==> src/rtl/owtr_pkg.sv <==
`timescale 1ns / 1ps

package owtr_pkg;

    localparam int TICK_W  = 20;
    localparam int SPAN_W  = TICK_W + 1;
    localparam int CFG_W   = 20;
    localparam int SHORT_W = 16;
    localparam int RAW_W   = 16;
    localparam int CENTI_W = 19;

    localparam logic [CENTI_W-1:0] CENTI_MAX = 19'd409600;

    // register indexes on the write port
    localparam logic [2:0] CFG_IDLE_RELEASE  = 3'd0;
    localparam logic [2:0] CFG_RESET_LOW     = 3'd1;
    localparam logic [2:0] CFG_PRESENCE_WAIT = 3'd2;
    localparam logic [2:0] CFG_SLOT          = 3'd3;
    localparam logic [2:0] CFG_CONVERT_WAIT  = 3'd4;

    // bus commands, and the sign mask for the high byte
    localparam logic [7:0] CMD_SKIP_ROM     = 8'hCC;
    localparam logic [7:0] CMD_CONVERT      = 8'h44;
    localparam logic [7:0] CMD_READ_SCRATCH = 8'hBE;
    localparam logic [7:0] SIGN_MASK        = 8'hF8;

    typedef enum logic [19:0] {
        PH_IDLE      = 20'd1 << 0,
        PH_RELEASE1  = 20'd1 << 1,
        PH_RST_LOW1  = 20'd1 << 2,
        PH_PRESENCE1 = 20'd1 << 3,
        PH_REC_PRES1 = 20'd1 << 4,
        PH_WR_SKIP1  = 20'd1 << 5,
        PH_REC_SKIP1 = 20'd1 << 6,
        PH_WR_CONV   = 20'd1 << 7,
        PH_REC_CONV  = 20'd1 << 8,
        PH_CONV_WAIT = 20'd1 << 9,
        PH_RELEASE2  = 20'd1 << 10,
        PH_RST_LOW2  = 20'd1 << 11,
        PH_PRESENCE2 = 20'd1 << 12,
        PH_REC_PRES2 = 20'd1 << 13,
        PH_WR_SKIP2  = 20'd1 << 14,
        PH_REC_SKIP2 = 20'd1 << 15,
        PH_WR_READ   = 20'd1 << 16,
        PH_REC_READ  = 20'd1 << 17,
        PH_RD_LOW    = 20'd1 << 18,
        PH_RD_HIGH   = 20'd1 << 19
    } phase_t;

    typedef struct packed {
        logic             drive_low;
        logic             busy_res;
        logic             result_valid;
        logic [RAW_W-1:0] raw_word;
    } step_res_t;

    typedef struct packed {
        logic               drive_low;
        logic               busy_res;
        logic               result_valid;
        logic [RAW_W-1:0]   raw_word;
        logic               is_negative;
        logic [CENTI_W-1:0] centi_degrees;
    } out_item_t;

    function automatic phase_t next_phase(input phase_t ph);
        phase_t nx;
        case (ph)
            PH_RELEASE1:  nx = PH_RST_LOW1;
            PH_RST_LOW1:  nx = PH_PRESENCE1;
            PH_PRESENCE1: nx = PH_REC_PRES1;
            PH_REC_PRES1: nx = PH_WR_SKIP1;
            PH_WR_SKIP1:  nx = PH_REC_SKIP1;
            PH_REC_SKIP1: nx = PH_WR_CONV;
            PH_WR_CONV:   nx = PH_REC_CONV;
            PH_REC_CONV:  nx = PH_CONV_WAIT;
            PH_CONV_WAIT: nx = PH_RELEASE2;
            PH_RELEASE2:  nx = PH_RST_LOW2;
            PH_RST_LOW2:  nx = PH_PRESENCE2;
            PH_PRESENCE2: nx = PH_REC_PRES2;
            PH_REC_PRES2: nx = PH_WR_SKIP2;
            PH_WR_SKIP2:  nx = PH_REC_SKIP2;
            PH_REC_SKIP2: nx = PH_WR_READ;
            PH_WR_READ:   nx = PH_REC_READ;
            PH_REC_READ:  nx = PH_RD_LOW;
            PH_RD_LOW:    nx = PH_RD_HIGH;
            default:      nx = PH_IDLE;
        endcase
        return nx;
    endfunction

    function automatic logic [7:0] write_byte(input phase_t ph);
        logic [7:0] b;
        case (ph)
            PH_WR_SKIP1: b = CMD_SKIP_ROM;
            PH_WR_SKIP2: b = CMD_SKIP_ROM;
            PH_WR_CONV:  b = CMD_CONVERT;
            PH_WR_READ:  b = CMD_READ_SCRATCH;
            default:     b = 8'h00;
        endcase
        return b;
    endfunction

    // a zero tick count acts as one
    function automatic logic [SPAN_W-1:0] at_least_one(input logic [TICK_W-1:0] v);
        return (v == '0) ? SPAN_W'(1) : SPAN_W'(v);
    endfunction

endpackage

==> src/rtl/owtr_seq.sv <==
`timescale 1ns / 1ps

module owtr_seq
    import owtr_pkg::*;
(
    input  logic                clk,
    input  logic                rst_n,
    input  logic                cfg_we,
    input  logic [2:0]          cfg_index,
    input  logic [CFG_W-1:0]    cfg_data,
    input  logic                step_en,
    input  logic                start_req,
    input  logic                bus_level,
    output step_res_t           step_res
);

    logic [SHORT_W-1:0] idle_rel_reg, rst_low_reg, pres_wait_reg, slot_reg;
    logic [TICK_W-1:0]  conv_wait_reg;

    phase_t             phase_reg, phase_next;
    logic [TICK_W-1:0]  tick_reg, tick_next;
    logic [2:0]         bit_reg, bit_next;
    logic [7:0]         shift_reg, shift_next;
    logic [7:0]         low_reg, low_next;
    logic [RAW_W-1:0]   raw_reg, raw_next;

    logic               drive, busy, valid, done, span_end, in_slot, reading;
    logic [SPAN_W-1:0]  span_len;
    logic [7:0]         wbyte;

    always_ff @(posedge clk or negedge rst_n)
    begin
        if (!rst_n)
        begin
            idle_rel_reg  <= SHORT_W'(8);
            rst_low_reg   <= SHORT_W'(80);
            pres_wait_reg <= SHORT_W'(10);
            slot_reg      <= SHORT_W'(5);
            conv_wait_reg <= TICK_W'(100);
        end
        else if (cfg_we)
        begin
            case (cfg_index)
                CFG_IDLE_RELEASE:  idle_rel_reg  <= cfg_data[SHORT_W-1:0];
                CFG_RESET_LOW:     rst_low_reg   <= cfg_data[SHORT_W-1:0];
                CFG_PRESENCE_WAIT: pres_wait_reg <= cfg_data[SHORT_W-1:0];
                CFG_SLOT:          slot_reg      <= cfg_data[SHORT_W-1:0];
                CFG_CONVERT_WAIT:  conv_wait_reg <= cfg_data[TICK_W-1:0];
                default:           ;
            endcase
        end
    end

    always_comb
    begin
        phase_next = phase_reg;
        tick_next  = tick_reg;
        bit_next   = bit_reg;
        shift_next = shift_reg;
        low_next   = low_reg;
        raw_next   = raw_reg;
        drive      = 1'b0;
        valid      = 1'b0;
        done       = 1'b0;

        if (phase_reg == PH_IDLE && start_req)
        begin
            phase_next = PH_RELEASE1;
            tick_next  = '0;
            bit_next   = '0;
        end

        busy    = (phase_next != PH_IDLE);
        reading = (phase_next == PH_RD_LOW) || (phase_next == PH_RD_HIGH);
        in_slot = reading || (phase_next == PH_WR_SKIP1) || (phase_next == PH_WR_CONV)
                  || (phase_next == PH_WR_SKIP2) || (phase_next == PH_WR_READ);
        wbyte   = write_byte(phase_next);

        case (phase_next)
            PH_RELEASE1, PH_RELEASE2:   span_len = at_least_one(TICK_W'(idle_rel_reg));
            PH_RST_LOW1, PH_RST_LOW2:   span_len = at_least_one(TICK_W'(rst_low_reg));
            PH_PRESENCE1, PH_PRESENCE2: span_len = at_least_one(TICK_W'(pres_wait_reg));
            PH_CONV_WAIT:               span_len = at_least_one(conv_wait_reg);
            default:
            begin
                // bit slots are one tick longer than the recovery spans
                if (in_slot)
                    span_len = at_least_one(TICK_W'(slot_reg)) + SPAN_W'(1);
                else
                    span_len = at_least_one(TICK_W'(slot_reg));
            end
        endcase

        span_end = ({1'b0, tick_next} + SPAN_W'(1)) >= span_len;

        if (phase_next == PH_RST_LOW1 || phase_next == PH_RST_LOW2)
            drive = 1'b1;
        else if (in_slot)
        begin
            if (tick_next == '0)
                drive = 1'b1;
            else if (reading)
            begin
                if (tick_next == TICK_W'(1))
                    shift_next = {bus_level, shift_reg[7:1]};
            end
            else
                drive = ~wbyte[bit_next];
        end

        if (busy)
        begin
            if (in_slot)
            begin
                if (span_end)
                begin
                    if (bit_next == 3'd7)
                    begin
                        done = 1'b1;
                        if (phase_next == PH_RD_LOW)
                            low_next = shift_next;
                        else if (phase_next == PH_RD_HIGH)
                        begin
                            raw_next = {shift_next, low_reg};
                            valid    = 1'b1;
                        end
                    end
                    else
                        bit_next = bit_next + 3'd1;
                end
            end
            else
                done = span_end;

            tick_next = span_end ? '0 : tick_next + TICK_W'(1);

            if (done)
            begin
                tick_next  = '0;
                bit_next   = '0;
                phase_next = next_phase(phase_next);
            end
        end
    end

    always_ff @(posedge clk or negedge rst_n)
    begin
        if (!rst_n)
        begin
            phase_reg <= PH_IDLE;
            tick_reg  <= '0;
            bit_reg   <= '0;
            shift_reg <= '0;
            low_reg   <= '0;
            raw_reg   <= '0;
        end
        else if (step_en)
        begin
            phase_reg <= phase_next;
            tick_reg  <= tick_next;
            bit_reg   <= bit_next;
            shift_reg <= shift_next;
            low_reg   <= low_next;
            raw_reg   <= raw_next;
        end
    end

    assign step_res.drive_low    = drive;
    assign step_res.busy_res     = busy;
    assign step_res.result_valid = valid;
    assign step_res.raw_word     = raw_next;

endmodule

==> src/rtl/owtr_conv.sv <==
`timescale 1ns / 1ps

module owtr_conv
    import owtr_pkg::*;
(
    input  logic [RAW_W-1:0]   raw_word,
    output logic               is_negative,
    output logic [CENTI_W-1:0] centi_degrees
);

    logic [RAW_W:0]   mag;
    logic [RAW_W+5:0] scaled;
    logic [RAW_W+3:0] quarter;

    always_comb
    begin
        is_negative = (raw_word[15:8] & SIGN_MASK) == SIGN_MASK;
        mag = is_negative ? (17'h10000 - {1'b0, raw_word}) : {1'b0, raw_word};
        // mag * 25 + 2, then divide by four: 6.25 per lsb, half up
        scaled  = {mag, 4'b0} + {1'b0, mag, 3'b0} + (RAW_W+6)'(mag) + (RAW_W+6)'(2);
        quarter = scaled[RAW_W+5:2];
        if (quarter > (RAW_W+4)'(CENTI_MAX))
            centi_degrees = CENTI_MAX;
        else
            centi_degrees = quarter[CENTI_W-1:0];
    end

endmodule

==> src/rtl/owtr_outq.sv <==
`timescale 1ns / 1ps

module owtr_outq
    import owtr_pkg::*;
(
    input  logic      clk,
    input  logic      rst_n,
    input  logic      push,
    input  out_item_t push_item,
    output logic      full,
    output logic      out_valid,
    input  logic      out_stall,
    output out_item_t out_item
);

    out_item_t  entry_reg [2];
    logic       wr_ptr_reg, rd_ptr_reg;
    logic [1:0] count_reg, count_next;
    logic       pop;

    assign out_valid = (count_reg != 2'd0);
    assign full      = (count_reg == 2'd2);
    assign pop       = out_valid && !out_stall;
    assign out_item  = entry_reg[rd_ptr_reg];

    always_comb
    begin
        count_next = count_reg;
        if (push && !pop)
            count_next = count_reg + 2'd1;
        else if (pop && !push)
            count_next = count_reg - 2'd1;
    end

    always_ff @(posedge clk)
    begin
        if (push)
            entry_reg[wr_ptr_reg] <= push_item;
    end

    always_ff @(posedge clk or negedge rst_n)
    begin
        if (!rst_n)
        begin
            wr_ptr_reg <= 1'b0;
            rd_ptr_reg <= 1'b0;
            count_reg  <= 2'd0;
        end
        else
        begin
            if (push)
                wr_ptr_reg <= ~wr_ptr_reg;
            if (pop)
                rd_ptr_reg <= ~rd_ptr_reg;
            count_reg <= count_next;
        end
    end

endmodule

==> src/rtl/onewire_temperature_reader_unit.sv <==
`timescale 1ns / 1ps

// one-wire master that reads a temperature sensor, one bus tick per request
// input channel: in_valid / in_stall with start_req and bus_level; each
//   request is one timing tick of the bus, sampled level included
// output channel: out_valid / out_stall; every input request gives exactly
//   one output request carrying drive_low, busy_res, result_valid and the
//   last completed reading (raw_word, is_negative, centi_degrees)
// config: cfg_we / cfg_index / cfg_data write the five tick-count registers
//   at any edge with cfg_we high; write them only while the block is idle
// path: a tick is held in the input register, then the sequencer step
//   writes its result into the output queue, which raises out_valid
// throughput: one request per cycle while the output queue has room; the
//   sequencer step is a single pass of short logic, and a two-entry output
//   queue lets a new tick come in while a finished one waits to be taken
// stall: in_stall rises only when the output queue is full and the input
//   register holds a tick; nothing is dropped or repeated
// reset: sequencer idle, tick registers back to their defaults, held
//   reading zero, input register and output queue empty

module onewire_temperature_reader_unit
    import owtr_pkg::*;
(
    input  logic               clk,
    input  logic               rst_n,
    input  logic               cfg_we,
    input  logic [2:0]         cfg_index,
    input  logic [CFG_W-1:0]   cfg_data,
    input  logic               in_valid,
    output logic               in_stall,
    input  logic               start_req,
    input  logic               bus_level,
    output logic               out_valid,
    input  logic               out_stall,
    output logic               drive_low,
    output logic               busy_res,
    output logic               result_valid,
    output logic [RAW_W-1:0]   raw_word,
    output logic               is_negative,
    output logic [CENTI_W-1:0] centi_degrees
);

    // input register
    logic      s1_valid_reg, s1_valid_next;
    logic      s1_start_reg, s1_bus_reg;
    logic      in_take, step_fire, q_full;

    step_res_t step_res;
    out_item_t step_item, q_item;
    logic      conv_neg;
    logic [CENTI_W-1:0] conv_centi;

    assign in_stall  = s1_valid_reg && q_full;
    assign in_take   = in_valid && !in_stall;
    // the sequencer advances one tick whenever the input register holds a tick and the queue has room
    assign step_fire = s1_valid_reg && !q_full;

    always_comb
    begin
        s1_valid_next = s1_valid_reg;
        if (in_take)
            s1_valid_next = 1'b1;
        else if (step_fire)
            s1_valid_next = 1'b0;
    end

    always_ff @(posedge clk or negedge rst_n)
    begin
        if (!rst_n)
            s1_valid_reg <= 1'b0;
        else
            s1_valid_reg <= s1_valid_next;
    end

    // payload needs no reset
    always_ff @(posedge clk)
    begin
        if (in_take)
        begin
            s1_start_reg <= start_req;
            s1_bus_reg   <= bus_level;
        end
    end

    // bus sequencer: phases, tick and bit counters, byte shifter
    owtr_seq u_seq (
        .clk       (clk),
        .rst_n     (rst_n),
        .cfg_we    (cfg_we),
        .cfg_index (cfg_index),
        .cfg_data  (cfg_data),
        .step_en   (step_fire),
        .start_req (s1_start_reg),
        .bus_level (s1_bus_reg),
        .step_res  (step_res)
    );

    // raw word to sign and hundredths of a degree
    owtr_conv u_conv (
        .raw_word      (step_res.raw_word),
        .is_negative   (conv_neg),
        .centi_degrees (conv_centi)
    );

    always_comb
    begin
        step_item.drive_low     = step_res.drive_low;
        step_item.busy_res      = step_res.busy_res;
        step_item.result_valid  = step_res.result_valid;
        step_item.raw_word      = step_res.raw_word;
        step_item.is_negative   = conv_neg;
        step_item.centi_degrees = conv_centi;
    end

    // two-entry output queue decouples the receiver's stall
    owtr_outq u_outq (
        .clk       (clk),
        .rst_n     (rst_n),
        .push      (step_fire),
        .push_item (step_item),
        .full      (q_full),
        .out_valid (out_valid),
        .out_stall (out_stall),
        .out_item  (q_item)
    );

    assign drive_low     = q_item.drive_low;
    assign busy_res      = q_item.busy_res;
    assign result_valid  = q_item.result_valid;
    assign raw_word      = q_item.raw_word;
    assign is_negative   = q_item.is_negative;
    assign centi_degrees = q_item.centi_degrees;

    // a finished reading only appears inside a running sequence
    assert property (@(posedge clk) disable iff (!rst_n)
        out_valid && result_valid |-> busy_res)
        else $error("result_valid outside a read sequence");

    // the line is never pulled low while idle
    assert property (@(posedge clk) disable iff (!rst_n)
        out_valid && drive_low |-> busy_res)
        else $error("drive_low while idle");

    // sign flag agrees with the raw word it came from
    assert property (@(posedge clk) disable iff (!rst_n)
        out_valid |-> is_negative == (raw_word[15:11] == 5'h1f))
        else $error("sign flag disagrees with raw word");

    // a stalled input tick is held until the sequencer takes it
    assert property (@(posedge clk) disable iff (!rst_n)
        s1_valid_reg && !step_fire && !in_take |=> s1_valid_reg)
        else $error("input tick lost");

endmodule
==> config.mk <==
export PLATFORM = sky130hd
export DESIGN_NAME = onewire_temperature_reader_unit
export DESIGN_NICKNAME = d
export VERILOG_FILES = /design/src/rtl/owtr_pkg.sv /design/src/rtl/owtr_seq.sv /design/src/rtl/owtr_conv.sv /design/src/rtl/owtr_outq.sv /design/src/rtl/onewire_temperature_reader_unit.sv
export SDC_FILE = /design/constraint.sdc
export NUM_CORES = 1
export LEC_CHECK = 0
export BUFFER_PORTS_ARGS = -buffer_cell sky130_fd_sc_hd__clkbuf_2
export CORE_ASPECT_RATIO = 1.1
export CORE_MARGIN = 4
export CORE_UTILIZATION = 45
export CTS_BUF_LIST = sky130_fd_sc_hd__clkbuf_2
export DETAILED_ROUTE_END_ITERATION = 12
export GPL_TIMING_DRIVEN = 1
export PLACE_DENSITY = 0.64
export SYNTH_ARGS = -nofsm -noshare
export SYNTH_HDL_FRONTEND = slang
export SYNTH_SLANG_ARGS = --single-unit
==> constraint.sdc <==
create_clock -name clk -period 13.4 [get_ports clk]
set_input_delay 2.68 -clock clk [delete_from_list [all_inputs] [get_ports clk]]
set_output_delay 2.68 -clock clk [all_outputs]
set_load 0.005 [all_outputs]
==> out/metrics.yaml <==
ys_ff_latch: 244
cts_made_buffers: 66
initial_core_util_pct: 45.57
rsz0062_at_grt: "no"
tritoncts: "built"
setup_violations: 0
worstSetupEndpointType: "flip-flop"
crit_arrival_ns: 11.36
critPathKind: "reg2reg"
tightest_slew_ns: 1.151
critPathMaxFanout: 23
core.rowCount: 68
grt_overflow: 0
p_per_area_nw_per_um2: 148.9
largest_register_ffs: 78
fin_skew_ns: 0.07827
ios: 71
place_congestion: 0.9367
clk_pin_slew_ns: 0.08
crit_top_cell: "ha_1"
grt_pass1_wl_mm: 55.21
whs_endpoint: "u_outq.count_reg[1]"
vias: 10720
async_reset_ff_share_pct: 67.21
track_usage_pct: 19.59
nets: 1524
worstReg2RegStart: "u_seq.phase_reg[9]"
antenna_left: 0
seq_area_frac_synth_pct: 45.70
cts_hold_buf: 0
fin_crit_ns: 10.86
fmax_mhz: 92.09
drtPass1Iterations: 6
core_um2: 31310
required_ns: 13.90
r2r-end: "u_outq.entry_reg[1][5]"
total_power_mw: 2.331
cts_sinks: 244
finalSetupTns_ns: 0
hold_violations: 0
htree_levels: 3
areaGrowthSynthToFinish_pct: 9.752
yosys_warnings: 0
antenna_found_initial: 1
drv_slew: 0
synth_cell_types: 86
maxCapViolCount: 0
status: "finished clean"
drc: 0
whs_ns: 0.5156
clk-insertion-delay-late_ns: 0.86
setup.worst_path.start_class: "flip-flop"
layout_common_cells: "clkbuf_2, dfrtp_1, nand2_1"
clk_root_buffer_cell: "clkbuf_2"
ctsResizeCount: 0
slowest_delay_ns: 0.89
dieArea_um2: 34620
routed_via_density: 5.636
power_leakage_nw: 7.039
holdPathStages: 1
port_buffers: 70
grt_max_degree: 95
period_share_pct: 81.04
layout_commonest_cell: "clkbuf_2"
ir_worst_vdd_mv: 0.08675
r2r_slack_ns: 2.54
drive_gt1_share_pct: 24.98
min_from: "u_outq.count_reg[1]"
grt_pass1_vias: 10789
post_cts_buffers: 0
hold_class: "reg2reg"
drt-initial-drc-count: 648
avgSynthCellArea_um2: 10.65
hpwl_mm: 24.38
synthFlopType: "dfrtp_1"
cts.path.max_buffers: 3
wire_per_inst_um: 17.58
fp.dieH_um: 194.8
rr_worst_depth: 37
post_dp_cell_area_um2: 15030
drt-total-wl_mm: 33.44
slew-limit-headroom_pct: 22.49
design_area_um2: 15660
slowest_stage: "o21ai_0"
die_w_um: 177.8
synth_edf_count: 80
n_fill_cell: 2925
synth_cells: 1340
netlist_area_um2: 14270
==> cell families after synthesis <==
| family | share of synthesized area (%) |
|---|---|
| compound gates | 13.13 |
| xor+xnor | 4.306 |
| fa+ha+maj | 5.841 |
| buf+inv | 3.376 |
| flops | 45.70 |
| mux | 12.46 |
| other cells | 0.05264 |
| simple gates | 15.14 |
==> per-layer routing <==
layer / GRT usage [%] / part of all wire (%)
met1: 25.08 / 43
met3: 3.754 / 4.4
met2: 33.24 / 50
met4: 6.734 / 2.5
met5: 0 / 0
==> worst max path at each step <==
stage                       startpoint  cells after the start                      end  slack [ns]
finish              u_seq.phase_reg[9]                     37   u_outq.entry_reg[1][5]        2.54
global route        u_seq.phase_reg[5]                     37   u_outq.entry_reg[0][5]        1.68
CTS                 u_seq.phase_reg[9]                     37   u_outq.entry_reg[1][5]        2.68
detailed placement  u_seq.phase_reg[9]                     37   u_outq.entry_reg[0][5]        2.77
global placement    u_seq.phase_reg[9]                     37   u_outq.entry_reg[0][0]        3.00
floorplan           u_seq.phase_reg[6]                     49  u_outq.entry_reg[0][10]        4.02
==> critical path, delay by kind of cell, from the launching register on <==
family / cells / cell delay (ns)
buf+inv: 2 / 0.35
mux: 2 / 0.60
fa+ha+maj: 5 / 1.51
compound gates: 11 / 2.80
flops: 1 / 0.45
simple gates: 16 / 4.48
xor+xnor: 1 / 0.30
==> stage by stage <==
step	cells	utilization, %	setup slack, ns
6_report	1902	50.01	2.541
5_1_grt	1902	50.01	1.684
4_1_cts	1901	50.00	2.675
3_5_place_dp	1783	48.00	2.767
3_3_place_gp	1783	48.00	3.004
2_1_floorplan	1342	-	4.023
==> synthesized netlist by cell type (28+ instances only) <==
master | count | area share [%]
dfrtp_1 | 153 | 27
nand2_1 | 135 | 3.6
mux2_2 | 133 | 10
edfxtp_1 | 80 | 17
o21ai_0 | 72 | 2.5
nor2_1 | 69 | 1.8
inv_1 | 62 | 1.6
ha_1 | 57 | 5.0
a21oi_1 | 53 | 1.9
clkbuf_1 | 39 | 1.0
nor4_1 | 32 | 1.4
xnor2_1 | 32 | 2.0
nor3_1 | 30 | 1.1
mux2i_1 | 28 | 2.0
==> power breakdown <==
group / internal [mW] / leakage, nW / switching [mW]
sequential: 0.941 / 2.83 / 0.118
combinational: 0.317 / 3.73 / 0.405
clock: 0.239 / 0.481 / 0.311
total: 1.50 / 7.04 / 0.834
==> layout make-up <==
class / instances / area (um2) / share of cell area (%)
well taps: 420 / 525.5 / 3.356
inverters: 63 / 236.5 / 1.510
multi-input cells: 978 / 7330 / 46.81
clock inverters: 16 / 116.4 / 0.7431
repair buffers: 78 / 416.7 / 2.661
flip-flops and latches: 244 / 6521 / 41.65
diodes: 1 / 2.502 / 0.01598
clock buffers: 102 / 510.5 / 3.260
(Power assumes the default switching activity.)
